File: src/design/attp_pkg.sv
// Shared types and constants of the asset tag TLV parser.
package attp_pkg;

  // Default width of the saturating value byte counter
  localparam int COUNT_WIDTH_DEF = 32;

  // Depth of the queue between front and back
  localparam int QUEUE_DEPTH = 4;
  localparam int QUEUE_AW    = $clog2(QUEUE_DEPTH);

  // Result payload width, padded to whole bytes
  localparam int OUT_BITS  = 1 + 3 + 4 * 64 + 64 + 32 + 1;
  localparam int OUT_WIDTH = ((OUT_BITS + 7) / 8) * 8;

  // Status codes
  localparam logic [2:0] ERR_OK          = 3'd0;
  localparam logic [2:0] ERR_SHORT       = 3'd1;
  localparam logic [2:0] ERR_TRUNC_LEN   = 3'd2;
  localparam logic [2:0] ERR_NONCANON    = 3'd3;
  localparam logic [2:0] ERR_LEN_MISMATCH = 3'd4;
  localparam logic [2:0] ERR_TYPE        = 3'd5;
  localparam logic [2:0] ERR_VALUE_SHORT = 3'd6;
  localparam logic [2:0] ERR_NULL_ID     = 3'd7;

  // Value byte positions
  localparam int ID_BYTES     = 32;
  localparam int AMOUNT_END   = 40;
  localparam int FLAGS_END    = 44;

  // Flag marker bytes that suppress the flags field
  localparam logic [7:0] MARKER_A = 8'h02;
  localparam logic [7:0] MARKER_B = 8'h03;

  // One classified beat handed from front to back
  typedef struct packed {
    logic [7:0] data;       // byte as received
    logic       store_en;   // byte lands in a field store
    logic [5:0] store_idx;  // value byte index, below 44 when store_en is set
    logic       last;       // final byte of the record
    logic [2:0] err;        // status found by the front, valid on last
    logic       len_ge44;   // declared length leaves room for flags
  } attp_beat_t;

endpackage

File: src/design/attp_front.sv
// Front end: accepts record bytes, tracks the TLV header and classifies each byte.
module attp_front #(
  parameter int COUNT_WIDTH = attp_pkg::COUNT_WIDTH_DEF
) (
  input  logic                clk,
  input  logic                rst_n,
  input  logic                cfg_we,
  input  logic [7:0]          cfg_wdata,
  input  logic                in_tvalid,
  output logic                in_tready,
  input  logic [7:0]          in_tdata,
  input  logic                in_tlast,
  input  logic                q_full,
  output logic                q_push,
  output attp_pkg::attp_beat_t q_beat
);
  import attp_pkg::*;

  localparam logic [1:0] PH_TYPE   = 2'd0;
  localparam logic [1:0] PH_HEADER = 2'd1;
  localparam logic [1:0] PH_LENGTH = 2'd2;
  localparam logic [1:0] PH_VALUE  = 2'd3;

  localparam logic [COUNT_WIDTH-1:0] CNT_MAX   = '1;
  localparam logic [COUNT_WIDTH-1:0] CNT_FLAGS = COUNT_WIDTH'(FLAGS_END);

  logic [7:0]             type_code_r;
  logic [1:0]             phase_r, phase_nxt;
  logic [7:0]             rtype_r, rtype_nxt;
  logic [7:0]             header_r, header_nxt;
  logic [2:0]             seen_r, seen_nxt;
  logic [63:0]            decl_r, decl_nxt;
  logic [COUNT_WIDTH-1:0] vcount_r, vcount_nxt;
  logic                   fault_r, fault_nxt;
  logic [2:0]             last_seen;
  logic [63:0]            min_len;
  logic                   accept;
  logic [2:0]             err;
  logic                   store_en;

  assign in_tready = !q_full;
  assign accept    = in_tvalid && in_tready;
  assign q_push    = accept;

  // Length bytes and minimum value for an extended header
  always_comb begin
    case (header_r)
      8'd253: begin
        last_seen = 3'd1;
        min_len   = 64'd253;
      end
      8'd254: begin
        last_seen = 3'd3;
        min_len   = 64'h1_0000;
      end
      default: begin
        last_seen = 3'd7;
        min_len   = 64'h1_0000_0000;
      end
    endcase
  end

  // Advance the parse state by one byte
  always_comb begin
    phase_nxt  = phase_r;
    rtype_nxt  = rtype_r;
    header_nxt = header_r;
    seen_nxt   = seen_r;
    decl_nxt   = decl_r;
    vcount_nxt = vcount_r;
    fault_nxt  = fault_r;
    store_en   = 1'b0;
    case (phase_r)
      PH_HEADER: begin
        header_nxt = in_tdata;
        if (in_tdata < 8'd253) begin
          decl_nxt  = 64'(in_tdata);
          phase_nxt = PH_VALUE;
        end else begin
          decl_nxt  = '0;
          seen_nxt  = '0;
          phase_nxt = PH_LENGTH;
        end
      end
      PH_LENGTH: begin
        decl_nxt[seen_r*8 +: 8] = in_tdata;
        seen_nxt = seen_r + 3'd1;
        if (seen_r == last_seen) begin
          if (decl_nxt < min_len) fault_nxt = 1'b1;
          phase_nxt = PH_VALUE;
        end
      end
      PH_VALUE: begin
        if (!fault_r) begin
          store_en = (vcount_r < CNT_FLAGS);
          if (vcount_r != CNT_MAX) vcount_nxt = vcount_r + 1'b1;
        end
      end
      default: begin
        rtype_nxt = in_tdata;
        phase_nxt = PH_HEADER;
      end
    endcase
  end

  // Check the record in code order on the final byte
  always_comb begin
    if (phase_r == PH_TYPE)                   err = ERR_SHORT;
    else if (phase_nxt == PH_LENGTH)          err = ERR_TRUNC_LEN;
    else if (fault_nxt)                       err = ERR_NONCANON;
    else if (64'(vcount_nxt) != decl_nxt)     err = ERR_LEN_MISMATCH;
    else if (rtype_nxt != type_code_r)        err = ERR_TYPE;
    else if (decl_nxt < 64'(AMOUNT_END))      err = ERR_VALUE_SHORT;
    else                                      err = ERR_OK;
  end

  // Build the beat for the back end
  always_comb begin
    q_beat.data      = in_tdata;
    q_beat.store_en  = store_en;
    q_beat.store_idx = vcount_r[5:0];
    q_beat.last      = in_tlast;
    q_beat.err       = err;
    q_beat.len_ge44  = (decl_nxt >= 64'(FLAGS_END));
  end

  // Hold the type code register
  always_ff @(posedge clk) begin
    if (!rst_n) begin
      type_code_r <= 8'd1;
    end else if (cfg_we) begin
      type_code_r <= cfg_wdata;
    end
  end

  // Update parse state, clear it after the final byte
  always_ff @(posedge clk) begin
    if (!rst_n) begin
      phase_r  <= PH_TYPE;
      rtype_r  <= '0;
      header_r <= '0;
      seen_r   <= '0;
      decl_r   <= '0;
      vcount_r <= '0;
      fault_r  <= 1'b0;
    end else if (accept) begin
      if (in_tlast) begin
        phase_r  <= PH_TYPE;
        rtype_r  <= '0;
        header_r <= '0;
        seen_r   <= '0;
        decl_r   <= '0;
        vcount_r <= '0;
        fault_r  <= 1'b0;
      end else begin
        phase_r  <= phase_nxt;
        rtype_r  <= rtype_nxt;
        header_r <= header_nxt;
        seen_r   <= seen_nxt;
        decl_r   <= decl_nxt;
        vcount_r <= vcount_nxt;
        fault_r  <= fault_nxt;
      end
    end
  end

endmodule

File: src/design/attp_fifo.sv
// Short beat queue between the front and back ends.
module attp_fifo (
  input  logic                 clk,
  input  logic                 rst_n,
  input  logic                 push,
  input  attp_pkg::attp_beat_t push_beat,
  output logic                 full,
  input  logic                 pop,
  output logic                 head_valid,
  output attp_pkg::attp_beat_t head_beat
);
  import attp_pkg::*;

  attp_beat_t            slot_r [QUEUE_DEPTH];
  logic [QUEUE_AW-1:0]   wr_ptr_r;
  logic [QUEUE_AW-1:0]   rd_ptr_r;
  logic [QUEUE_AW:0]     count_r;
  logic                  do_wr;
  logic                  do_rd;

  assign full       = (count_r == (QUEUE_AW+1)'(QUEUE_DEPTH));
  assign head_valid = (count_r != '0);
  assign head_beat  = slot_r[rd_ptr_r];
  assign do_wr      = push && !full;
  assign do_rd      = pop && head_valid;

  // Store incoming beats
  always_ff @(posedge clk) begin
    if (do_wr) slot_r[wr_ptr_r] <= push_beat;
  end

  // Advance pointers and occupancy
  always_ff @(posedge clk) begin
    if (!rst_n) begin
      wr_ptr_r <= '0;
      rd_ptr_r <= '0;
      count_r  <= '0;
    end else begin
      if (do_wr) wr_ptr_r <= wr_ptr_r + 1'b1;
      if (do_rd) rd_ptr_r <= rd_ptr_r + 1'b1;
      case ({do_wr, do_rd})
        2'b10:   count_r <= count_r + 1'b1;
        2'b01:   count_r <= count_r - 1'b1;
        default: count_r <= count_r;
      endcase
    end
  end

endmodule

File: src/design/attp_back.sv
// Back end: collects the value fields and registers one result per record.
module attp_back (
  input  logic                          clk,
  input  logic                          rst_n,
  input  logic                          head_valid,
  input  attp_pkg::attp_beat_t          head_beat,
  output logic                          pop,
  output logic                          out_tvalid,
  input  logic                          out_tready,
  output logic [attp_pkg::OUT_WIDTH-1:0] out_tdata
);
  import attp_pkg::*;

  logic [63:0]          id_r [4];
  logic [63:0]          id_nxt [4];
  logic [63:0]          amount_r, amount_nxt;
  logic [31:0]          flags_r, flags_nxt;
  logic                 marker_r, marker_nxt;
  logic                 out_valid_r;
  logic [OUT_WIDTH-1:0] out_data_r;
  logic [OUT_WIDTH-1:0] result;
  logic [2:0]           err;
  logic                 flags_ok;
  logic [5:0]           idx;
  logic [5:0]           amt_idx;
  logic [5:0]           flg_idx;

  assign pop        = head_valid && (!head_beat.last || !out_valid_r || out_tready);
  assign out_tvalid = out_valid_r;
  assign out_tdata  = out_data_r;
  assign idx        = head_beat.store_idx;
  assign amt_idx    = idx - 6'(ID_BYTES);
  assign flg_idx    = idx - 6'(AMOUNT_END);

  // Drop the byte into its field lane
  always_comb begin
    for (int k = 0; k < 4; k++) id_nxt[k] = id_r[k];
    amount_nxt = amount_r;
    flags_nxt  = flags_r;
    marker_nxt = marker_r;
    if (head_beat.store_en) begin
      if (idx < 6'(ID_BYTES)) begin
        id_nxt[idx[4:3]][idx[2:0]*8 +: 8] = head_beat.data;
      end else if (idx < 6'(AMOUNT_END)) begin
        amount_nxt[amt_idx[2:0]*8 +: 8] = head_beat.data;
      end else begin
        flags_nxt[flg_idx[1:0]*8 +: 8] = head_beat.data;
        if (idx == 6'(AMOUNT_END)) begin
          marker_nxt = (head_beat.data != MARKER_A) && (head_beat.data != MARKER_B);
        end
      end
    end
  end

  // Finish the status and pack the result
  always_comb begin
    err = head_beat.err;
    if (err == ERR_OK && (id_nxt[0] | id_nxt[1] | id_nxt[2] | id_nxt[3]) == 64'd0) begin
      err = ERR_NULL_ID;
    end
    flags_ok = head_beat.len_ge44 && marker_nxt;
    result = '0;
    result[3:1] = err;
    if (err == ERR_OK) begin
      result[0]       = 1'b1;
      result[67:4]    = id_nxt[0];
      result[131:68]  = id_nxt[1];
      result[195:132] = id_nxt[2];
      result[259:196] = id_nxt[3];
      result[323:260] = amount_nxt;
      result[355:324] = flags_ok ? flags_nxt : 32'd0;
      result[356]     = flags_ok;
    end
  end

  // Update field stores, clear them after the final byte
  always_ff @(posedge clk) begin
    if (!rst_n) begin
      for (int k = 0; k < 4; k++) id_r[k] <= '0;
      amount_r <= '0;
      flags_r  <= '0;
      marker_r <= 1'b0;
    end else if (pop) begin
      if (head_beat.last) begin
        for (int k = 0; k < 4; k++) id_r[k] <= '0;
        amount_r <= '0;
        flags_r  <= '0;
        marker_r <= 1'b0;
      end else begin
        for (int k = 0; k < 4; k++) id_r[k] <= id_nxt[k];
        amount_r <= amount_nxt;
        flags_r  <= flags_nxt;
        marker_r <= marker_nxt;
      end
    end
  end

  // Hold the result until the sink takes it
  always_ff @(posedge clk) begin
    if (!rst_n) begin
      out_valid_r <= 1'b0;
    end else if (pop && head_beat.last) begin
      out_valid_r <= 1'b1;
    end else if (out_tready) begin
      out_valid_r <= 1'b0;
    end
  end

  always_ff @(posedge clk) begin
    if (pop && head_beat.last) out_data_r <= result;
  end

endmodule

File: src/design/asset_tag_tlv_parser_unit.sv
// Top level of the asset tag TLV parser: front end, beat queue and back end.
//
//  channel | direction | width | contents
//  in_     | sink      | 8     | tdata: data_byte; tlast: last_byte
//  out_    | source    | 360   | tdata: tag_valid, error_code, id words 0..3, amount,
//          |           |       |        flags, flags_present, zero pad
//  cfg_    | write     | 8     | asset_type_code
//
// One byte beat is taken every cycle while the queue has room; the front end updates
// its header state in that same cycle. After its last byte is taken, a result passes
// through the beat queue into the back end's output register. Reset is synchronous;
// there is no clearing pass. A stalled output holds the result while the four-beat
// queue keeps taking bytes; in_tready drops only when that queue is full.
module asset_tag_tlv_parser_unit #(
  parameter int COUNT_WIDTH = attp_pkg::COUNT_WIDTH_DEF
) (
  input  logic                           clk,
  input  logic                           rst_n,
  input  logic                           cfg_we,
  input  logic [7:0]                     cfg_wdata,
  input  logic                           in_tvalid,
  output logic                           in_tready,
  input  logic [7:0]                     in_tdata,   // [7:0] data_byte
  input  logic                           in_tlast,
  output logic                           out_tvalid,
  input  logic                           out_tready,
  // [0] tag_valid, [3:1] error_code, [67:4] asset_id_word0, [131:68] asset_id_word1,
  // [195:132] asset_id_word2, [259:196] asset_id_word3, [323:260] asset_amount,
  // [355:324] asset_flags, [356] flags_present, [359:357] zero
  output logic [attp_pkg::OUT_WIDTH-1:0] out_tdata
);
  import attp_pkg::*;

  attp_beat_t push_beat;
  attp_beat_t head_beat;
  logic       q_push;
  logic       q_full;
  logic       q_pop;
  logic       head_valid;

  attp_front #(
    .COUNT_WIDTH(COUNT_WIDTH)
  ) u_front (
    .clk       (clk),
    .rst_n     (rst_n),
    .cfg_we    (cfg_we),
    .cfg_wdata (cfg_wdata),
    .in_tvalid (in_tvalid),
    .in_tready (in_tready),
    .in_tdata  (in_tdata),
    .in_tlast  (in_tlast),
    .q_full    (q_full),
    .q_push    (q_push),
    .q_beat    (push_beat)
  );

  attp_fifo u_fifo (
    .clk        (clk),
    .rst_n      (rst_n),
    .push       (q_push),
    .push_beat  (push_beat),
    .full       (q_full),
    .pop        (q_pop),
    .head_valid (head_valid),
    .head_beat  (head_beat)
  );

  attp_back u_back (
    .clk        (clk),
    .rst_n      (rst_n),
    .head_valid (head_valid),
    .head_beat  (head_beat),
    .pop        (q_pop),
    .out_tvalid (out_tvalid),
    .out_tready (out_tready),
    .out_tdata  (out_tdata)
  );

endmodule

File: config.mk
export PLATFORM = sky130hd
export DESIGN_NAME = asset_tag_tlv_parser_unit
export DESIGN_NICKNAME = d
export VERILOG_FILES = /design/src/design/attp_pkg.sv /design/src/design/attp_front.sv /design/src/design/attp_fifo.sv /design/src/design/attp_back.sv /design/src/design/asset_tag_tlv_parser_unit.sv
export SDC_FILE = /design/constraint.sdc
export NUM_CORES = 2
export LEC_CHECK = 0
export ABC_AREA = 1
export ABC_CLOCK_PERIOD_IN_PS = 19650
export BUFFER_PORTS_ARGS = -buffer_cell sky130_fd_sc_hd__buf_2
export CORE_ASPECT_RATIO = 1.1
export CORE_UTILIZATION = 25
export CTS_CLUSTER_DIAMETER = 60
export DETAILED_ROUTE_END_ITERATION = 12
export GPL_ROUTABILITY_DRIVEN = 0
export PLACE_DENSITY = 0.39
export SLEW_MARGIN = 10
export SYNTH_ARGS = -nofsm -noshare
export SYNTH_HDL_FRONTEND = slang
export SYNTH_SLANG_ARGS = --single-unit
File: constraint.sdc
create_clock -name clk -period 19.65 [get_ports clk]
set_clock_uncertainty 0.1 [all_clocks]
set_input_delay 1.965 -clock clk [delete_from_list [all_inputs] [get_ports clk]]
set_output_delay 1.965 -clock clk [all_outputs]
set_load 0.005 [all_outputs]
Yosys cells after proc, flatten, opt, wreduce, memory -nomap -nowiden
Memory sizes are Yosys's and may differ from the RTL's. A register that Yosys moved wholly into a read port is not among the register bits.
Index checks and enable logic that the tools add are counted.
{"block": "classes", "n_addsub": 12, "n_lt_le_gt_ge": 9, "n_eq_ne": 17, "shift": 8, "n_mux": 79, "bitwise": 12, "n_reduce_logical": 27}
{"operator": "two-way mux 64 bit", "n": 14}
{"operator": "two-way mux 256 bit", "n": 2}
{"operator": "bitwise mux 256 bit", "n": 1}
{"operator": "two-way mux 32 bit", "n": 8}
{"operator": "OR 64 bit", "n": 3}
{"operator": "variable shift 8 x 34 -> 64 bit (first input constant)", "n": 3}
{"operator": "variable part select 8 x 34 -> 64 bit", "n": 3}
{"operator": "bitwise mux 64 bit", "n": 2}
{"operator": "demux 64 bit (select 2 bit)", "n": 1}
{"operator": "one-hot mux 64 bit (2 select lines)", "n": 1}
{"operator": "negator 6 -> 34 bit", "n": 3}
{"operator": "one-hot mux 33 bit (2 select lines)", "n": 1}
{"operator": ">= comparator 64 x 6 -> 1 bit (second input constant)", "n": 1}
{"operator": "zero test 64 bit", "n": 1}
{"operator": "< comparator 64 x 33 -> 1 bit", "n": 1}
{"operator": "< comparator 64 x 6 -> 1 bit (second input constant)", "n": 1}
{"operator": "!= test 32 x 64 -> 1 bit", "n": 1}
{"operator": "two-way mux 8 bit", "n": 5}
{"operator": "negator 5 -> 34 bit", "n": 1}
{"operator": "variable shift 8 x 34 -> 32 bit (first input constant)", "n": 1}
{"operator": "variable part select 8 x 34 -> 32 bit", "n": 1}
{"operator": "adder 32 x 1 -> 32 bit (second input constant)", "n": 1}
{"operator": "bitwise mux 32 bit", "n": 1}
{"operator": "< comparator 32 x 6 -> 1 bit (second input constant)", "n": 1}
{"operator": "35 further kinds", "n": 106}
{"block": "totals", "reg_bits": 588, "mem_bits_rw": 336, "in_bits": 22, "out_inout_bits": 362, "wordCells": 184, "n_memories": 2}
{"memory": "u_back.id_r", "words": 4, "width": 64, "rd": 4, "rd_clocked_by_memory_dff": 0, "write_ports": 4, "line_no": "attp_back.sv:14", "text": "logic [63:0] id_r [4];"}
{"memory": "u_fifo.slot_r", "words": 4, "width": 20, "rd": 1, "rd_clocked_by_memory_dff": 1, "write_ports": 1, "line_no": "attp_fifo.sv:14", "text": "attp_beat_t slot_r [QUEUE_DEPTH];"}

Logic depth before layout (Yosys ltp)
{"block": "depth", "word_depth": 16, "depth_mapped": 30, "depth_no_buf": 23}

By module
Synthesis repeated with hierarchy kept, for this count alone.
{"block": "hier_totals", "hier_cells": 5249, "hier_area_um2": 43903.4}
{"module": "attp_back", "instances": 1, "cells_per_inst": 3310, "area_each_um2": 30914.6, "seq_area_each_um2": 19728.9}
{"module": "attp_front", "instances": 1, "cells_per_inst": 1676, "area_each_um2": 9550.4, "seq_area_each_um2": 2522.4}
{"module": "attp_fifo", "instances": 1, "cells_per_inst": 263, "area_each_um2": 3438.3, "seq_area_each_um2": 2582.5}

Worst setup path before layout
Ideal clock, no wire load.
{"block": "synth_timing", "path_kind": "in2reg", "from": "input port out_tready", "to": "memory u_back.id_r[2][12]", "setup_ns": 0.128, "arrival_time_ns": 19.113, "t_required_ns": 19.422, "setup_slack_ns": 0.309, "path_stages": 8, "n_path_buf": 1, "path_cell_list": "inv_1 > a31oi_1 > inv_1 > nor2_1 > nand2_1 > inv_2 > clkbuf_1 > nor2_1"}
{"element": "from (decl)", "line_no": "asset_tag_tlv_parser_unit.sv:26", "text": "input logic out_tready,"}
{"element": "to (decl)", "line_no": "attp_back.sv:14"}

==> flow_summary.toml <==
[global_route]
grt_pass1_wl_um = 238000
track_usage_pct = 18.4
first_global_vias = 34543
grt_max_degree = 179
antenna_found_initial = 7
overflow = 0

[detailed_routing]
wl_per_cell_um = 21.3
drtIter0Drc = 2499
antenna_left = 0
drt-pass1-iter-count = 6
drc = 0
num_vias = 36046
wl_um = 165000
viasPerCell = 4.64

[yosys]
avgSynthCellArea_um2 = 8.49
syn_area_um2 = 43400
synth_edf_count = 629
ys_types = 49
syn_inst = 5106
synth_seq_area_share_pct = 57.3
async_flop_share_pct = 0
ys_warn_count = 0
ys.flop_type = "edfxtp_1"
ys_ff_latch = 926

[min_path]
hold_path.class = "flip-flop to flip-flop"

[clock_network]
clk_pin_slew_worst_paths_ps = 60
hold_buffers = 0
cts_setup_buffers = 0
clkSinkCount = 926
cts_made_buffers = 119
cts.repair.resized = 0
cts_buffer_depth = 3
cts_tree = "built"
clock_latency_ps = 760
cts_root_buffer = "clkbuf_16"
h-tree-depth = 3

[setup_path]
cpMostUsedCell = "nor2_1"
slowest_delay_ps = 890
crit_path_end_kind = "flip-flop"
critPathKind = "flip-flop to flip-flop"
cp_data_arrival_time_ps = 8920
worstPathMaxFanout = 89
worstSetupStartpointType = "flip-flop"
critPathRequiredTime_ps = 20020
path_delay_family = "simple AND/OR/NAND/NOR gates"
crit_chain = "buf_4 > inv_4 > nand2_1 > nand3_2 > nand2_4 > ha_1 > ha_1 > inv_1 > buf_4 > nor2_1 > nand2_1 > o21ai_0 > nand3_1 > nor2_1 > nand2_1 > nor2_1 > nand3_1 > nor2_1 > nand2_1 > nand2_8 > buf_4 > buf_4 > nor2_1"
cp_slowest_cell = "buf_4"
worst-path-buf-inv = 6

[flow_run]
drv_cap = 0

[power_and_ir_drop]
p_seq_share_pct = 37.6
peakVddDrop_v = 0.000174
comb_power_share_pct = 34.9
p_clk_share_pct = 27.6
power_switching_w = 0.00340
switching_share_pct = 41.4
p_leak_nw = 19.6
power.internal_w = 0.00482
power.density_nw_per_um2 = 160

[die]
start_util_pct = 25.3
core-area_um2 = 171000
rows = 159
num_io_pins = 384
dieWidth_um = 399
chipHeight_um = 439
die-area_um2 = 175000

[sta]
fin_setup_tns_ps = 0
finalHoldViolations = 0
rsz0062_at_grt = "no"
finalCriticalPeriod_ps = 8550
fin_crit_sh_pct = 43.5
slew_headroom_pct = 23.5
finalMaxSlewViolations = 0
setup_viol_count_final = 0
fmax_ghz = 0.117
max_slew.worst_pin.slew_ps = 1140

[finish]
design_area_um2 = 51400
fillCellCount = 18366
drive_gt1_share_pct = 13.1
area_growth_pct = 18.6
fin_nets = 5454
multiInputGateArea_um2 = 15600
regArea_um2 = 24800
fin_util_pct = 30.0

[place]
placed_area_um2 = 47300
dpl.hpwl_um = 114000
numPortBuffers = 380

[run_status]
status = "finished, final reports clean"
## stage by stage
step	worst slack [ps]	power, W	hold slack, ps	cells
floorplan	309	0.00490	342	5108
global placement	11180	0.00605	349	7537
detailed placement	11080	0.00604	352	7537
CTS	11110	0.00834	362	7762
global route	10450	0.00868	375	7762
finish	11100	0.00822	363	7764
## layer usage
layer / vias up / part of all wire, % / GRT usage [%]
li1: 17556 / - / -
met1: 17312 / 44 / 23.7
met2: 966 / 48 / 30.9
met3: 210 / 5.3 / 3.16
met4: 2 / 3.2 / 6.49
met5: - / 0.0079 / 0
## area by class of cell
type / count / area share (%)
Timing Repair Buffer: 426 / 4.45
Inverter: 479 / 3.51
Clock buffer: 157 / 6.45
Antenna cell: 2 / 0.00974
Multi-Input combinational cell: 3452 / 30.3
Tap cell: 2254 / 5.49
Clock inverter: 68 / 1.51
Sequential cell: 926 / 48.3
## logic make-up after synthesis
| group | synth area share (%) |
|---|---|
| fa+ha+maj | 0.825 |
| simple gates | 25.5 |
| xor+xnor | 0.505 |
| flops | 57.3 |
| compound gates | 8.79 |
| other cells | 0.00865 |
| buf+inv | 7.10 |
## cells in the mapped netlist, types with 2 or more instances
cell / n / area share [%]
a211oi_1: 2 / 0.035
buf_1: 17 / 0.15
nor2_2: 15 / 0.22
nand2_4: 2 / 0.052
nand3b_1: 3 / 0.052
nor2_4: 4 / 0.10
o32ai_1: 8 / 0.16
ha_1: 27 / 0.78
buf_4: 10 / 0.17
nand3_4: 2 / 0.081
and3_1: 2 / 0.029
or2_2: 20 / 0.29
a32o_1: 3 / 0.069
inv_2: 22 / 0.19
dfxtp_1: 297 / 14
clkbuf_1: 152 / 1.3
nand4_2: 2 / 0.058
edfxtp_1: 629 / 44
o22ai_1: 76 / 1.1
xor2_1: 17 / 0.34
buf_6: 33 / 0.86
nor3_1: 32 / 0.37
a2bb2oi_1: 7 / 0.14
nor4_1: 26 / 0.38
inv_1: 451 / 3.9
nor2_1: 832 / 7.2
nand3_1: 351 / 4.1
o21a_1: 3 / 0.052
xnor2_1: 8 / 0.16
o21ai_1: 70 / 0.81
nand2_1: 1292 / 11
nand3_2: 7 / 0.16
nand4_1: 73 / 1.1
o211ai_1: 2 / 0.035
nand2_2: 9 / 0.13
buf_2: 39 / 0.45
o21ai_0: 317 / 3.7
a21oi_1: 229 / 2.6
clkinv_1: 5 / 0.043
## final timing paths
path	from	to	slack [ps]	cells after the start
setup / recovery	flip-flop	u_back.out_tdata[53]$_SDFFCE_PP0P_	11100	23
hold / removal	u_front.decl_r[54]$_SDFFE_PN0P_	u_front.decl_r[54]$_SDFFE_PN0P_	360	2
setup reg to reg	flip-flop	u_back.out_tdata[53]$_SDFFCE_PP0P_	11100	23
hold reg to reg	u_front.decl_r[54]$_SDFFE_PN0P_	u_front.decl_r[54]$_SDFFE_PN0P_	360	2
## power groups by stage
| stage | Sequential [W] | Combinational, W | Clock [W] |
|---|---|---|---|
| CTS | 0.00310 | 0.00291 | 0.00232 |
| global route | 0.00314 | 0.00315 | 0.00240 |
| finish | 0.00309 | 0.00286 | 0.00227 |
| detailed placement | 0.00314 | 0.00291 | 0 |
| global placement | 0.00314 | 0.00291 | 0 |
| floorplan | 0.00332 | 0.00158 | 0 |
## placed cells by master (no fill, tap or decap), types with 22 or more instances in the layout
cell type,instances
o21ai_1,70
o21ai_0,314
buf_2,379
clkbuf_16,122
nor3_1,29
edfxtp_1,629
nand2_1,1290
o22ai_1,76
ha_1,27
nor4_1,26
buf_4,44
nand4_1,73
inv_2,22
nor2_1,829
clkbuf_1,22
dfxtp_1,297
nand3_1,350
inv_1,450
a21oi_1,229
## state kept, by name, summed over array words and instances, names as in the netlist, named ones only
name and count:
u_back.flags_r 32, u_front.vcount_r 32, u_fifo.count_r 3, u_fifo.rd_ptr_r 2, u_front.fault_r 1, u_front.phase_r 2
u_fifo.wr_ptr_r 2, u_back.marker_r 1, u_front.decl_r 64, u_front.type_code_r 8, u_front.header_r 8, u_back.id_r 256
u_front.seen_r 3, u_fifo.slot_r 80, u_front.rtype_r 8, u_back.out_tvalid 1, u_back.out_tdata 357, u_back.amount_r 64
## worst register-to-register path, stage by stage (launching register included)
cell and delay (ps):
dfxtp_1 300, buf_4 420, inv_4 300, nand2_1 160, nand3_2 100, nand2_4 370, ha_1 460, ha_1 840
inv_1 210, buf_4 320, nor2_1 570, nand2_1 290, o21ai_0 390, nand3_1 120, nor2_1 140, nand2_1 80
nor2_1 120, nand3_1 270, nor2_1 240, nand2_1 190, nand2_8 430, buf_4 900, buf_4 770, nor2_1 190
No activity file was read; power rests on OpenSTA's default activity.
